`config.mk`:
```
export PLATFORM = sky130hd
export DESIGN_NAME = scp_ram
export DESIGN_NICKNAME = d
export VERILOG_FILES = /design/src/scp_ram.sv
export SDC_FILE = /design/constraint.sdc
export NUM_CORES = 1
export LEC_CHECK = 0
export BUFFER_PORTS_ARGS = -buffer_cell sky130_fd_sc_hd__buf_2
export CAP_MARGIN = 30
export CELL_PAD_IN_SITES_DETAIL_PLACEMENT = 1
export CELL_PAD_IN_SITES_GLOBAL_PLACEMENT = 2
export CORE_MARGIN = 2
export CORE_UTILIZATION = 54
export CTS_CLUSTER_DIAMETER = 200
export DETAILED_ROUTE_END_ITERATION = 8
export PLACE_DENSITY_LB_ADDON = 0.1
export SLEW_MARGIN = 30
export SYNTH_ARGS = -nofsm -noshare
export SYNTH_HDL_FRONTEND = slang
export SYNTH_SLANG_ARGS = --single-unit
```
`constraint.sdc`:
```
create_clock -name clk -period 13.6 [get_ports clk]
set_input_delay 0.68 -clock clk [delete_from_list [all_inputs] [get_ports clk]]
set_output_delay 0.68 -clock clk [all_outputs]
set_load 0.005 [all_outputs]
```
`src/scp_ram.sv`:
```
`timescale 1ns / 1ps
// Generic single-write, single-read synchronous RAM with registered read data.
module scp_ram #(
    parameter int DEPTH  = 16,
    parameter int DATA_W = 64,
    parameter int ADDR_W = $clog2(DEPTH)
) (
    input  logic              clk,
    input  logic              we,
    input  logic [ADDR_W-1:0] waddr,
    input  logic [DATA_W-1:0] wdata,
    input  logic [ADDR_W-1:0] raddr,
    output logic [DATA_W-1:0] rdata
);

    logic [DATA_W-1:0] mem [DEPTH];

    always_ff @(posedge clk)
    begin
        if (we)
        begin
            mem[waddr] <= wdata;
        end
    end

    always_ff @(posedge clk)
    begin
        rdata <= mem[raddr];
    end

endmodule

```
Word level (Yosys, flattened, before mapping)
Memory sizes are Yosys's and may differ from the RTL's. A register that Yosys moved wholly into a read port is not among the register bits.
Index checks and enable logic that the tools add are counted.
{ "word_totals": {"input_bits": 74, "mem_count": 1, "word_cells": 3, "ram_bits": 1024, "ff_bits": 0, "output_inout_bits": 64} }
{ "op_classes": {"muxes": 2} }
{ "mem_list": {"columns": ["name", "words", "width", "rd", "rd_ports_with_merged_regs", "wr", "line_no", "source"], "rows": [
  ["mem", 16, 64, 1, 1, 1, "16", "logic [DATA_W-1:0] mem [DEPTH];"]
]} }
{ "ops": {"columns": ["cell", "count"], "rows": [
  ["2-to-1 mux 1 bit", 2]
]} }

Logic depth before layout (Yosys ltp)
Gate-level depths: netlist of the first run.
{ "depth": {"ltp_word": 2, "mapped_depth": 6, "ltp_nobuf": 3} }

Worst setup path after synthesis of the first run
No wires, ideal clock.
{ "synth_path": {"path_kind": "input-to-reg", "startpoint": "input port waddr[2]", "endpoint": "memory mem[0][0] (enable)", "n_path_buf": 0, "t_arrival_ns": 5.543, "setup_time_ns": 0.565, "path_stages": 2, "required_ns": 13.035, "slack_ns": 7.491, "path_cell_list": "or3b_2 > nor3_1"} }
{ "synth_rtl": {"columns": ["element", "line_no", "source"], "rows": [
  ["from (decl)", "10", "input logic [ADDR_W-1:0] waddr,"],
  ["to (decl)", "16", null]
]} }
Straight into the memory's write port.

==> qor.yml, run 1 <==
ys_types: 18
hold_buffers: 0
drive_gt1_share_pct: 32.3
final_common_cell: "edfxtp_1"
post_cts_buffers: 0
crit_path_top_delay_cell: "buf_6"
critPathLaunchType: "primary input"
io_buffers: 137
fin_crit_ns: 3.07
netlist_instances: 1647
num_rows: 99
pin_count: 138
multiInputGateArea_um2: 7230
ys_seq_elements: 1088
start_util_pct: 54.4
max_stage_delay_ns: 0.61
cts_buffer_depth: 3
path_cells: "buf_8 > buf_6 > buf_6 > mux4_2 > a22oi_1 > nand2_1"
critPathMaxFanout: 70
drtPass1Iterations: 7
post-route-period-util_pct: 22.6
syn_area_um2: 39600
synth_top_cells_by_area: "edfxtp_1 (78%), mux4_2 (15%), dfxtp_1 (3.2%)"
path_common_cell: "buf_6"
ir_drop_mv: 0.106
ant_nets: 0
gp_congestion: 0.699
globalRouteOverflowTotal: 0
path_class: "primary input to flop"
die_y_um: 275
clkTransAtPathRegs_ns: 0.06
grt.total_usage_pct: 24.6
antenna_found_initial: 7
final_cell_mix: "edfxtp_1 (1024), mux4_2 (256), buf_2 (135)"
cp-end-kind: "flop"
arrival_ns: 3.59
dieArea_um2: 75500
cp.required_ns: 14.12
hold_ws_ns: 0.393
synth_top_area_share_pct: 77.7
dp_cells: 2701
fillers: 5779
hold_class: "primary input to flop"
status: "completed"
area_growth_pct: 14.2
p_per_area_nw_per_um2: 156
hold_violations: 0
setup_viol: 0
synth.largest_area_cell: "edfxtp_1"
worst_slew_pin_slew_ns: 1.06
place_ws_ns: 9.21
grt_pass1_vias: 19500
place_hpwl_um: 43700
ys_warn_count: 0
rsz0062_at_grt: "no"
cts_resized: 0
synth_edf_count: 1024
cts_buffers: 107
instances_no_fill: 2906
final_nets: 1928
ys_seq_area_share_pct: 80.9
seq_area_um2: 32000
die_w_um: 275
core-area_um2: 72700
final_util_pct: 62.2
grt_max_degree: 139
setup_ws_ns: 10.53
clkSinkCount: 1088
root_buffer: "clkbuf_16"
clock_skew_ns: 0.0211
viasPerCell: 6.14
vias: 17800
cellLeakagePower_uw: 0.0146
avgSynthCellArea_um2: 24.0
ys.flop_type: "edfxtp_1"
grt_pass1_wl_um: 133000
synthesis.nets: 1721
drcViolationCount: 0
slew_headroom_pct: 29.5
slew_violations: 0
clock.fmax_ghz: 0.325
async_reset_ff_share_pct: 0
clock_latency_ns: 0.65
maxCapViolations: 0
h-tree-depth: 3
fin_setup_tns_ns: 0
routed_wl_um: 89700
initialDrtViolationCount: 1853
cts_tree: "built"
wl_per_cell_um: 30.9
## cells by family (layout without fill, tap and decap cells)
logic type             after synthesis  after routing  synth area share [%]
multiplexers                       256            256                  14.6
buffers and inverters               84            380                  1.14
AO/OA/AOI/OAI                      128            128                  2.43
AND/OR/NAND/NOR                     91             91                 0.942
other                                0              4                     0
flip-flops                        1088           1088                  80.9
## routing by layer
layer / global-route usage, % / share of wire (%) / vias to the layer above
li1: - / - / 7473
met1: 33.8 / 42 / 9760
met2: 42.0 / 52 / 493
met3: 3.45 / 4.6 / 117
met4: 6.56 / 1.8 / 4
met5: 0 / 0.030 / -
## power breakdown
part           internal, µW  switching [µW]
sequential             3750            25.5
combinational           131             187
clock                  1710            1220
## critical path, delay by kind of cell
kind / cells / cell delay, ns
mux: 1 / 0.59
compound gates: 1 / 0.24
simple gates: 1 / 0.09
buf+inv: 3 / 1.79
## area by class of cell
class                      count  share of cell area [%]
multi-input combinational    475                    16.0
timing repair buffer         182                    2.69
clock buffer                 139                    6.60
antenna                        4                  0.0221
clock inverter                59                    1.17
tap                          959                    2.65
sequential                  1088                    70.9
## through the flow
step | power, µW | area (µm²)
2_1_floorplan | 4020 | 39600
3_3_place_gp | 4150 | 41500
3_5_place_dp | 4170 | 41600
4_1_cts | 7090 | 45100
5_1_grt | 7230 | 45200
6_report | 7030 | 45200
## cell usage after synthesis, drive strengths merged (2+ instances only)
| master | n |
|---|---|
| a22oi | 128 |
| buf | 48 |
| clkbuf | 36 |
| dfxtp | 64 |
| edfxtp | 1024 |
| mux4 | 256 |
| nand2 | 65 |
| nand2b | 2 |
| nand3b | 2 |
| nor2 | 13 |
| nor2b | 2 |
| nor3 | 4 |
## sequential cells by signal, indices dropped and copies added, names as in the netlist
signal	count
mem	1024
rdata	64
## final timing paths
check / endpoint / start / slack (ns) / depth (start not counted)
max: rdata[40] / raddr[0] / 10.53 / 6
min: mem[11][22] / wdata[22] / 0.39 / 1
max reg2reg: rdata[15] / mem[11][15] / 12.23 / 3
min reg2reg: rdata[5] / mem[12][5] / 0.67 / 3
(Power assumes the default switching activity.)
==> inputs of run 2 (changes only) <==
--- a/config.mk
+++ b/config.mk
@@ -10,7 +10,7 @@
 export CELL_PAD_IN_SITES_DETAIL_PLACEMENT = 1
 export CELL_PAD_IN_SITES_GLOBAL_PLACEMENT = 2
 export CORE_MARGIN = 2
-export CORE_UTILIZATION = 54
+export CORE_UTILIZATION = 50
 export CTS_CLUSTER_DIAMETER = 200
 export DETAILED_ROUTE_END_ITERATION = 8
 export PLACE_DENSITY_LB_ADDON = 0.1
==> constraint.sdc (replaced) <==
create_clock -name clk -period 3.1 [get_ports clk]
set_input_delay 0.155 -clock clk [delete_from_list [all_inputs] [get_ports clk]]
set_output_delay 0.155 -clock clk [all_outputs]
set_load 0.005 [all_outputs]
==> run 2 against run 1 <==
Against the previous run: sequential share of layout area down 1.4 points; first-iteration DRC count down 12%; non-clock buffer count up 81; design area up 2.0%; via count up 1.9%; clock-buffer cell count up 8; sequential cell count unchanged; global-route usage down 2.0 points; wire length up 0.51%; critical path type is now flop to flop; critical endpoint is now rdata[20]; largest cell class unchanged; largest power group unchanged.
==> qor.yml, run 2 (synthesis results as in run 1) <==
status: "completed"  # unchanged
largest_reg_flops: 1024  # unchanged
hold_violations: 0  # unchanged
clkSinkCount: 1088  # unchanged
initialDrtViolationCount: 1625  # was 1853
h-tree-depth: 3  # unchanged
globalRouteOverflowTotal: 0  # unchanged
hold_buffers: 64  # was 0
worst_slew_pin_slew_ns: 0.791  # was 1.06 ns
path_class: "flop to flop"  # was primary input to flop
place_hpwl_um: 47800  # was 43700 µm
fin_setup_tns_ns: 0  # unchanged
root_buffer: "clkbuf_16"  # unchanged
arrival_ns: 2.02  # was 3.59 ns
grt_max_degree: 61  # was 139
drtPass1Iterations: 5  # was 7
gp_congestion: 0.707  # was 0.699
critPathMaxFanout: 1  # was 70
top_regs: "mem (1024), rdata (64)"  # unchanged
setup_viol: 0  # unchanged
cts_resized: 0  # unchanged
drive_gt1_share_pct: 30.8  # was 32.3%
dp_cells: 2812  # was 2701
crit_path_top_delay_cell: "mux4_2"  # was buf_6
cp-end-kind: "flop"  # unchanged
wl_per_cell_um: 29.2  # was 30.9 µm
pin_count: 138  # unchanged
cp.required_ns: 3.62  # was 14.12 ns
cts_tree: "built"  # unchanged
dieArea_um2: 81400  # was 75500 µm²
area_growth_pct: 16.5  # was 14.2%
critPathLaunchType: "flop"  # was primary input
ir_drop_mv: 0.536  # was 0.106 mV
slew_violations: 0  # unchanged
top_register: "mem"  # unchanged
cellLeakagePower_uw: 0.0149  # was 0.0146 µW
cts_buffer_depth: 3  # unchanged
cts_buffers: 109  # was 107
p_per_area_nw_per_um2: 667  # was 156 nW/µm²
final_nets: 2011  # was 1928
hold_class: "primary input to flop"  # unchanged
setup_ws_ns: 1.60  # was 10.53 ns
final_cell_mix: "edfxtp_1 (1024), mux4_2 (256), buf_2 (135)"  # unchanged
grt.total_usage_pct: 22.6  # was 24.6%
ant_nets: 0  # unchanged
viasPerCell: 5.89  # was 6.14
start_util_pct: 50.3  # was 54.4%
die_w_um: 285  # was 275 µm
fillers: 6430  # was 5779
antenna_found_initial: 9  # was 7
path_cells: "mux4_2 > a22oi_1 > nand2_1"  # was buf_8 > buf_6 > buf_6 > mux4_2 > a22oi_1 > nand2_1
io_buffers: 137  # unchanged
post-route-period-util_pct: 48.5
max_stage_delay_ns: 0.49  # was 0.61 ns
slew_headroom_pct: 47.3  # was 29.5%
final_common_cell: "edfxtp_1"  # unchanged
grt_pass1_vias: 19800  # was 19500
num_rows: 103  # was 99
rsz0062_at_grt: "no"  # unchanged
drcViolationCount: 0  # unchanged
die_y_um: 285  # was 275 µm
vias: 18200  # was 17800
clkTransAtPathRegs_ns: 0.06  # about the same
clock_skew_ns: 0.0190  # was 0.0211 ns
post_cts_buffers: 0  # unchanged
clock_latency_ns: 0.66  # was 0.65 ns
core-area_um2: 78700  # was 72700 µm²
routed_wl_um: 90200  # was 89700 µm
regToRegSetupSlack_ns: 1.60  # was 12.23 ns
instances_no_fill: 3084  # was 2906
fin_crit_ns: 1.50
grt_pass1_wl_um: 134000  # was 133000 µm
clock.fmax_ghz: 0.665
maxCapViolations: 0  # unchanged
place_ws_ns: 0.976  # was 9.21 ns
[run 2: where the power goes]
group | switching (µW) | internal (µW)
registers | 120 | 16400
logic | 850 | 648
clock network | 5360 | 7340
total | 6330 | 24400
[run 2: metrics by stage]
| stage | hold slack [ns] | util (%) | total power (µW) | cell area [µm²] |
|---|---|---|---|---|
| after floorplan | 0.254 | - | 17600 | 39600 |
| after global placement | 0.520 | 53.3 | 18300 | 42000 |
| after detailed placement | 0.532 | 53.3 | 18300 | 42000 |
| after CTS | 0.0930 | 58.6 | 31100 | 46100 |
| after global routing | 0.118 | 58.6 | 31700 | 46100 |
| final | 0.125 | 58.6 | 30800 | 46100 |
[run 2: final cells by class]
class / instances / area [µm²] / area share (%)
Tap cell: 1050 / 1310 / 2.85
Sequential cell: 1088 / 32000 / 69.5
Clock inverter: 60 / 482 / 1.04
Clock buffer: 147 / 2990 / 6.49
Timing Repair Buffer: 263 / 2040 / 4.42
Antenna cell: 1 / 2.50 / 0.00543
Multi-Input combinational cell: 475 / 7260 / 15.7
[run 2: worst paths after layout]
check	start	endpoint	cells after the start
hold / removal	raddr[1]	rdata[9]	4
setup reg to reg	mem[3][20]	rdata[20]	3
hold reg to reg	mem[15][24]	rdata[24]	3
setup / recovery	mem[3][20]	rdata[20]	3
[run 2: critical path: cells and delay by family, from the launching register on]
family             cells  cell delay (ns)
and+or+nand+nor        1             0.12
AOI/OAI and AO/OA      1             0.38
muxes                  1             0.49
DFF                    1             0.37
[run 2: metal layers]
| metal | vias to the layer above | part of all wire, % | track usage [%] |
|---|---|---|---|
| met5 | - | 0.087 | 0 |
| met4 | 12 | 1.8 | 5.07 |
| met3 | 129 | 5.2 | 4.13 |
| met2 | 500 | 50 | 37.2 |
| met1 | 9885 | 43 | 31.9 |
| li1 | 7654 | - | - |
