===== src/scp_pkg.sv =====
`timescale 1ns / 1ps
// Shared constants, types and state encoding for the segment chaining block.
package scp_pkg;

    localparam int MAX_SEGMENTS = 16;
    localparam int IDX_W        = $clog2(MAX_SEGMENTS);
    localparam int CNT_W        = $clog2(MAX_SEGMENTS + 1);
    localparam int COORD_W      = 16;
    localparam int SEG_W        = 4 * COORD_W;
    localparam int HALF_W       = SEG_W / 2;
    localparam int DIFF_W       = COORD_W + 1;
    localparam int PROD_W       = 2 * DIFF_W;
    localparam int SQ_W         = 2 * COORD_W;
    localparam int DIST_W       = SQ_W + 1;
    localparam int LIMIT_W      = 17;
    localparam int LIM_SQ_W     = 2 * LIMIT_W;
    localparam int MIN_CHAIN    = 4;

    localparam logic [LIMIT_W-1:0] JOIN_LIMIT_RESET = LIMIT_W'(10000);

    typedef enum logic [3:0] {
        ST_LOAD,
        ST_FETCH0,
        ST_CUR0,
        ST_SCAN,
        ST_DRAIN,
        ST_SWAP,
        ST_PUT,
        ST_RD,
        ST_LD,
        ST_SEND
    } state_t;

    typedef struct packed {
        logic             vld;
        logic             first;
        logic [IDX_W-1:0] idx;
    } tag_t;

    typedef struct packed {
        logic              vld;
        logic              first;
        logic [IDX_W-1:0]  idx;
        logic              kend;
        logic [DIST_W-1:0] dsq;
        logic [SEG_W-1:0]  seg;
    } cand_t;

endpackage


===== src/scp_dist.sv =====
`timescale 1ns / 1ps
// Pipelined squared-distance unit: both endpoints of one stored segment per cycle.
module scp_dist (
    input  logic                                  clk,
    input  logic                                  rst_n,
    input  scp_pkg::tag_t                         tag,
    input  logic [scp_pkg::SEG_W-1:0]             rdata,
    input  logic signed [scp_pkg::COORD_W-1:0]    px,
    input  logic signed [scp_pkg::COORD_W-1:0]    py,
    output scp_pkg::cand_t                        cand,
    output logic                                  busy
);

    scp_pkg::tag_t t1_reg, t2_reg, t3_reg, t4_reg;
    scp_pkg::cand_t cand_reg;

    logic [scp_pkg::SEG_W-1:0] seg2_reg, seg3_reg, seg4_reg;
    logic signed [scp_pkg::DIFF_W-1:0] dx0_reg, dy0_reg, dx1_reg, dy1_reg;
    logic [scp_pkg::SQ_W-1:0] sx0_reg, sy0_reg, sx1_reg, sy1_reg;
    logic [scp_pkg::DIST_W-1:0] d0_reg, d1_reg;

    logic signed [scp_pkg::DIFF_W-1:0] dx0, dy0, dx1, dy1;
    logic signed [scp_pkg::PROD_W-1:0] px0, py0, px1, py1;
    logic kend;

    // stage 1: coordinate differences against current chain end
    assign dx0 = $signed({px[scp_pkg::COORD_W-1], px})
               - $signed({rdata[scp_pkg::COORD_W-1], rdata[scp_pkg::COORD_W-1:0]});
    assign dy0 = $signed({py[scp_pkg::COORD_W-1], py})
               - $signed({rdata[2*scp_pkg::COORD_W-1],
                          rdata[2*scp_pkg::COORD_W-1:scp_pkg::COORD_W]});
    assign dx1 = $signed({px[scp_pkg::COORD_W-1], px})
               - $signed({rdata[3*scp_pkg::COORD_W-1],
                          rdata[3*scp_pkg::COORD_W-1:2*scp_pkg::COORD_W]});
    assign dy1 = $signed({py[scp_pkg::COORD_W-1], py})
               - $signed({rdata[4*scp_pkg::COORD_W-1],
                          rdata[4*scp_pkg::COORD_W-1:3*scp_pkg::COORD_W]});

    // stage 2: squares
    assign px0 = dx0_reg * dx0_reg;
    assign py0 = dy0_reg * dy0_reg;
    assign px1 = dx1_reg * dx1_reg;
    assign py1 = dy1_reg * dy1_reg;

    // stage 4: nearer endpoint, ties keep the first endpoint
    assign kend = d1_reg < d0_reg;

    always_ff @(posedge clk or negedge rst_n)
    begin
        if (!rst_n)
        begin
            t1_reg   <= '0;
            t2_reg   <= '0;
            t3_reg   <= '0;
            t4_reg   <= '0;
            cand_reg <= '0;
        end
        else
        begin
            t1_reg         <= tag;
            t2_reg         <= t1_reg;
            t3_reg         <= t2_reg;
            t4_reg         <= t3_reg;
            cand_reg.vld   <= t4_reg.vld;
            cand_reg.first <= t4_reg.first;
            cand_reg.idx   <= t4_reg.idx;
            cand_reg.kend  <= kend;
            cand_reg.dsq   <= kend ? d1_reg : d0_reg;
            cand_reg.seg   <= seg4_reg;
        end
    end

    always_ff @(posedge clk)
    begin
        dx0_reg  <= dx0;
        dy0_reg  <= dy0;
        dx1_reg  <= dx1;
        dy1_reg  <= dy1;
        seg2_reg <= rdata;

        sx0_reg  <= px0[scp_pkg::SQ_W-1:0];
        sy0_reg  <= py0[scp_pkg::SQ_W-1:0];
        sx1_reg  <= px1[scp_pkg::SQ_W-1:0];
        sy1_reg  <= py1[scp_pkg::SQ_W-1:0];
        seg3_reg <= seg2_reg;

        d0_reg   <= {1'b0, sx0_reg} + {1'b0, sy0_reg};
        d1_reg   <= {1'b0, sx1_reg} + {1'b0, sy1_reg};
        seg4_reg <= seg3_reg;
    end

    assign cand = cand_reg;
    assign busy = t1_reg.vld | t2_reg.vld | t3_reg.vld | t4_reg.vld | cand_reg.vld;

endmodule


===== config.mk =====
export PLATFORM = sky130hd
export DESIGN_NAME = scp_dist
export DESIGN_NICKNAME = d
export VERILOG_FILES = /design/src/scp_pkg.sv /design/src/scp_dist.sv
export SDC_FILE = /design/constraint.sdc
export NUM_CORES = 2
export LEC_CHECK = 0
export BUFFER_PORTS_ARGS = -buffer_cell sky130_fd_sc_hd__buf_2
export CELL_PAD_IN_SITES_DETAIL_PLACEMENT = 1
export CELL_PAD_IN_SITES_GLOBAL_PLACEMENT = 2
export CORE_MARGIN = 2
export CORE_UTILIZATION = 30
export CTS_BUF_LIST = sky130_fd_sc_hd__clkbuf_4 sky130_fd_sc_hd__clkbuf_8
export DETAILED_ROUTE_END_ITERATION = 10
export PLACE_DENSITY_LB_ADDON = 0.1
export SYNTH_ARGS = -nofsm -noshare
export SYNTH_HDL_FRONTEND = slang
export SYNTH_SLANG_ARGS = --single-unit

===== constraint.sdc =====
create_clock -name clk -period 8.1 [get_ports clk]
set_clock_uncertainty 0.2 [all_clocks]
set_input_delay 0 -clock clk [delete_from_list [all_inputs] [get_ports clk]]
set_output_delay 0 -clock clk [all_outputs]
set_load 0.05 [all_outputs]

* Word level (Yosys, flattened, before mapping)
Index checks and enable logic that the tools add are counted.
** Storage, ports and cells
- Register bits after elaboration :: 582
- Output and inout port bits :: 105
** Operators by class
- Muxes and demuxes :: 1
- Magnitude comparators :: 1
- $add $sub $neg :: 6
- Bitwise gates (word level) :: 4
- Multipliers :: 4
** Operator list (count)
- $mul 17x17->32 :: 4
- $sub 16x16->17 :: 4
- $add 32x32->33 :: 2
- $lt 33x33->1 :: 1
- $mux 33 :: 1
- $or 1x1->1 :: 4

* Logic depth before layout (Yosys ltp)
- Word-level depth :: 4
- Depth in mapped cells :: 26
- Gate-level depth less buffers :: 24

* Worst setup path before layout
OpenSTA, ideal clock, no wires.
- Path kind :: register to register
- Start :: register dx1_reg[16] (netlist name)
- End :: register sx1_reg[31] (netlist name)
- Period minus slack after synthesis :: 6.375 ns
- Setup time :: 0.121 ns
- Cell stages (with the launch flop) :: 23
- Arrival :: 6.054 ns
- Setup slack :: 1.725 ns
- Path buffers :: 2
- Path through :: dfxtp_1 > clkbuf_1 > clkbuf_1 > nand2_1 > inv_1 > fa_1 > fa_1 > fa_1 > fa_1 > fa_1 > inv_1 > fa_1 > inv_1 > ha_1 > a21o_1 > a21o_1 > a311oi_1 > o211ai_1 > a31oi_1 > o311ai_1 > a21o_1 > a21o_1 > xnor2_1
** Between the ends
- Longest elaborated chain between the ends :: 1
** Ends and longest elaborated chain
- from (decl) :: line scp_dist.sv:18 : logic signed [scp_pkg::DIFF_W-1:0] dx0_reg, dy0_reg, dx1_reg, dy1_reg;
- from (signal assigned) :: line scp_dist.sv:77 : dx1_reg <= dx1;
- $mul 17x17->32 :: line scp_dist.sv:42 : assign px1 = dx1_reg * dx1_reg;
- via px1, one bit :: line scp_dist.sv:23 : logic signed [scp_pkg::PROD_W-1:0] px0, py0, px1, py1;
- to (signal assigned) :: line scp_dist.sv:83 : sx1_reg <= px1[scp_pkg::SQ_W-1:0];
- to (decl) :: line scp_dist.sv:19 : logic [scp_pkg::SQ_W-1:0] sx0_reg, sy0_reg, sx1_reg, sy1_reg;
The timed path passes the listed nets, and every way through them passes these cells.

* Final worst setup path
- Start :: register dy0_reg[3] (netlist name)
- End :: register sy0_reg[31] (netlist name)
** Between the ends
- Longest elaborated chain between the ends :: 1
** Ends and longest elaborated chain
- from (decl) :: line scp_dist.sv:18
- from (signal assigned) :: line scp_dist.sv:76 : dy0_reg <= dy0;
- $mul 17x17->32 :: line scp_dist.sv:41 : assign py0 = dy0_reg * dy0_reg;
- via py0, one bit :: line scp_dist.sv:23
- to (signal assigned) :: line scp_dist.sv:82 : sy0_reg <= py0[scp_pkg::SQ_W-1:0];
- to (decl) :: line scp_dist.sv:19
The timed path passes the listed nets, and every way through them passes these cells.

==> results_dict.tcl <==
set metrics [dict create \
    status "completed" \
    viasPerCell 4.31 \
    synth.area.top_cells "fa_1, dfxtp_1, ha_1" \
    syn_inst 5516 \
    dr.pass1.iters 4 \
    ant_nets 0 \
    die_w_um 436 \
    post-route-period-util_pct 86.6 \
    synth_warnings 0 \
    ys.flop_type "dfxtp_1" \
    async_flop_share_pct 22.1 \
    maxCapViolCount 0 \
    min_path_type "in -> reg" \
    dp_hpwl_um 128000 \
    cp_num_buf_inv 5 \
    cts_max_level 3 \
    ys_ff_latch 578 \
    min_period_ps 7010 \
    drtIter0Drc 982 \
    port_buffers 208 \
    grt_pass1_vias 43700 \
    critPathCaptureType "register" \
    wire_per_inst_um 17.9 \
    largest_reg_flops 104 \
    max_freq_mhz 143 \
    clkLatencyLatePin_ps 870 \
    worst_pin_slew_ps 956 \
    grt_pass1_wl_um 247000 \
    drc_errors 0 \
    numCtsBuffers 105 \
    relSlewSlack_pct 36.2 \
    clock-root-buffer "clkbuf_8" \
    worst_path_max_delay_cell "dfxtp_1" \
    initial_core_util_pct 30.2 \
    arrival_ps 7560 \
    syn_nets 7138 \
    slew_viol_final 0 \
    overflow 0 \
    core_um2 186000 \
    syn_area_per_cell_um2 10.2 \
    crit_fanout 15 \
    post_cts_buffers 0 \
    grt_usage_pct 16.8 \
    worst_ep_required_time_ps 8650 \
    drive_gt1_share_pct 8.54 \
    synth_edf_count 0 \
    cp_common_cell "fa_1" \
    synth_area_um2 56100 \
    via_count 37100 \
    setup-violations-final 0 \
    fin_nets 7646 \
    cts_sinks 578 \
    fp-row-count 158 \
    tritoncts "built" \
    worstSetupStartpointType "register" \
    grt_max_degree 46 \
    clk_pin_slew_ps 60 \
    gp_routability_congestion 0.791 \
    design.die.area_um2 190000 \
    yosysSeqAreaShare_pct 21.8 \
    rsz0062_at_grt "false" \
    crit_family "adder cells" \
    clock_path_buffers 3 \
    die_h_um 436 \
    routed_wl_um 154000 \
    synth.top_cell.area_share_pct 36.6 \
    areaGrowthSynthToFinish_pct 16.1 \
    antenna_found_initial 11 \
    synth_top_area_cell "fa_1" \
    crit_type "reg -> reg" \
    ys_types 78 \
    worstPathCellList "inv_1 > nor2_1 > fa_1 > inv_1 > fa_1 > inv_1 > fa_1 > fa_1 > fa_1 > inv_1 > fa_1 > inv_1 > ha_1 > a211oi_2 > a31oi_1 > a211oi_1 > o21ai_1 > a311oi_2 > o21ai_1 > o31ai_2 > o211ai_1" \
    setup_tns_ps 0 \
    ios 209 \
    finalHoldViolCount 0 \
    critPathMaxStageDelay_ps 790 \
]
## synthesized netlist by cell type (all sizes together), types with 44 or more instances
| cell | n |
|---|---|
| xnor2 | 206 |
| xor2 | 62 |
| a21o | 55 |
| a21oi | 139 |
| nand2 | 370 |
| nor2 | 185 |
| dfrtp | 128 |
| clkbuf | 99 |
| dfxtp | 450 |
| o21ai | 103 |
| o21a | 44 |
| inv | 1449 |
| ha | 492 |
| nor2b | 79 |
| and2 | 224 |
| fa | 1026 |
## worst min-delay path, delay by kind of cell
family | cells | cell delay [ps]
xor gates and xnor gates | 1 | 90
buffers and inverters | 3 | 750
adders and majority gates | 1 | 240
## layout make-up
| type | instances | area, µm² |
|---|---|---|
| inverters | 1449 | 5440 |
| clock inverters | 26 | 358 |
| multi-input cells | 3385 | 38000 |
| repair buffers | 505 | 3880 |
| well taps | 2480 | 3100 |
| fillers | 20900 | 121000 |
| clock buffers | 167 | 2060 |
| flip-flops and latches | 578 | 12200 |
| diodes | 9 | 22.5 |
## final timing paths
kind / start / endpoint / slack, ps / cells past startpoint
setup / recovery: dy0_reg[3] / sy0_reg[31] / 1090 / 21
hold / removal: rdata[44] / dx1_reg[12] / 110 / 5
setup reg to reg: dy0_reg[3] / sy0_reg[31] / 1090 / 21
hold reg to reg: seg3_reg[1] / seg4_reg[1] / 120 / 0
max in group asynchronous: rst_n / cand[82] / 5430 / 7
min in group asynchronous: rst_n / cand[102] / 530 / 5
## timing repair
action                                 CTS  global route
hold buffers                           233             0
resized for setup                        0             0
endpoints found under the hold margin  224             0
## cell usage in the layout (no fill, tap or decap), drive strengths merged, types with 8 or more instances in the layout
master | netlist | routed
dlygate4sd3 | 0 | 232
dfrtp | 128 | 128
dfxtp | 450 | 450
clkinv | 0 | 14
nor3 | 42 | 42
buf | 5 | 273
xor2 | 62 | 62
nand2b | 41 | 41
a311oi | 8 | 8
nand3 | 35 | 35
nor2b | 79 | 79
nand2 | 370 | 370
and2 | 224 | 224
nand4 | 11 | 11
a31o | 12 | 12
a21o | 55 | 55
a31oi | 20 | 20
nor2 | 185 | 185
fa | 1026 | 1026
a211o | 8 | 8
ha | 492 | 492
a21oi | 139 | 139
o21a | 44 | 44
mux2 | 37 | 37
o21bai | 13 | 13
o211ai | 15 | 15
xnor2 | 206 | 206
a211oi | 21 | 21
or3 | 17 | 17
diode | 0 | 9
inv | 1449 | 1453
clkbuf | 99 | 167
o21ai | 103 | 103
and3 | 30 | 30
or2 | 15 | 15
## cell families after synthesis
| group | after synthesis | share of synthesized area, % |
|---|---|---|
| buffers and inverters | 1553 | 10.4 |
| adder cells (fa/ha/maj) | 1518 | 47.6 |
| AND/OR/NAND/NOR | 1065 | 9.28 |
| flip-flops | 578 | 21.8 |
| AO/OA/AOI/OAI | 497 | 5.96 |
| XOR/XNOR | 268 | 4.19 |
| multiplexers | 37 | 0.743 |
## layer usage
metal  track usage [%]  up-vias  share of wire, %
met1              21.8    19100                45
met5                 0        -                 0
li1                  -    17600                 -
met3              1.89      136               2.0
met2              30.1      261                51
met4              3.32        0               1.7
## stage by stage
| step | instances | util [%] | setup slack (ps) | hold WS [ps] | area [µm²] |
|---|---|---|---|---|---|
| global placement | 8164 | 32.5 | 1190 | -253 | 60300 |
| global route | 8595 | 35.1 | 577 | 109 | 65100 |
| floorplan | 5516 | - | 1730 | -496 | 56100 |
| detailed placement | 8164 | 32.5 | 1040 | -248 | 60300 |
| finish | 8599 | 35.1 | 1090 | 114 | 65100 |
| CTS | 8590 | 35.0 | 1040 | 8.38 | 65100 |
Power is not shown: default switching activity piles up to over one toggle a cycle in this logic, so the estimate is an artifact.
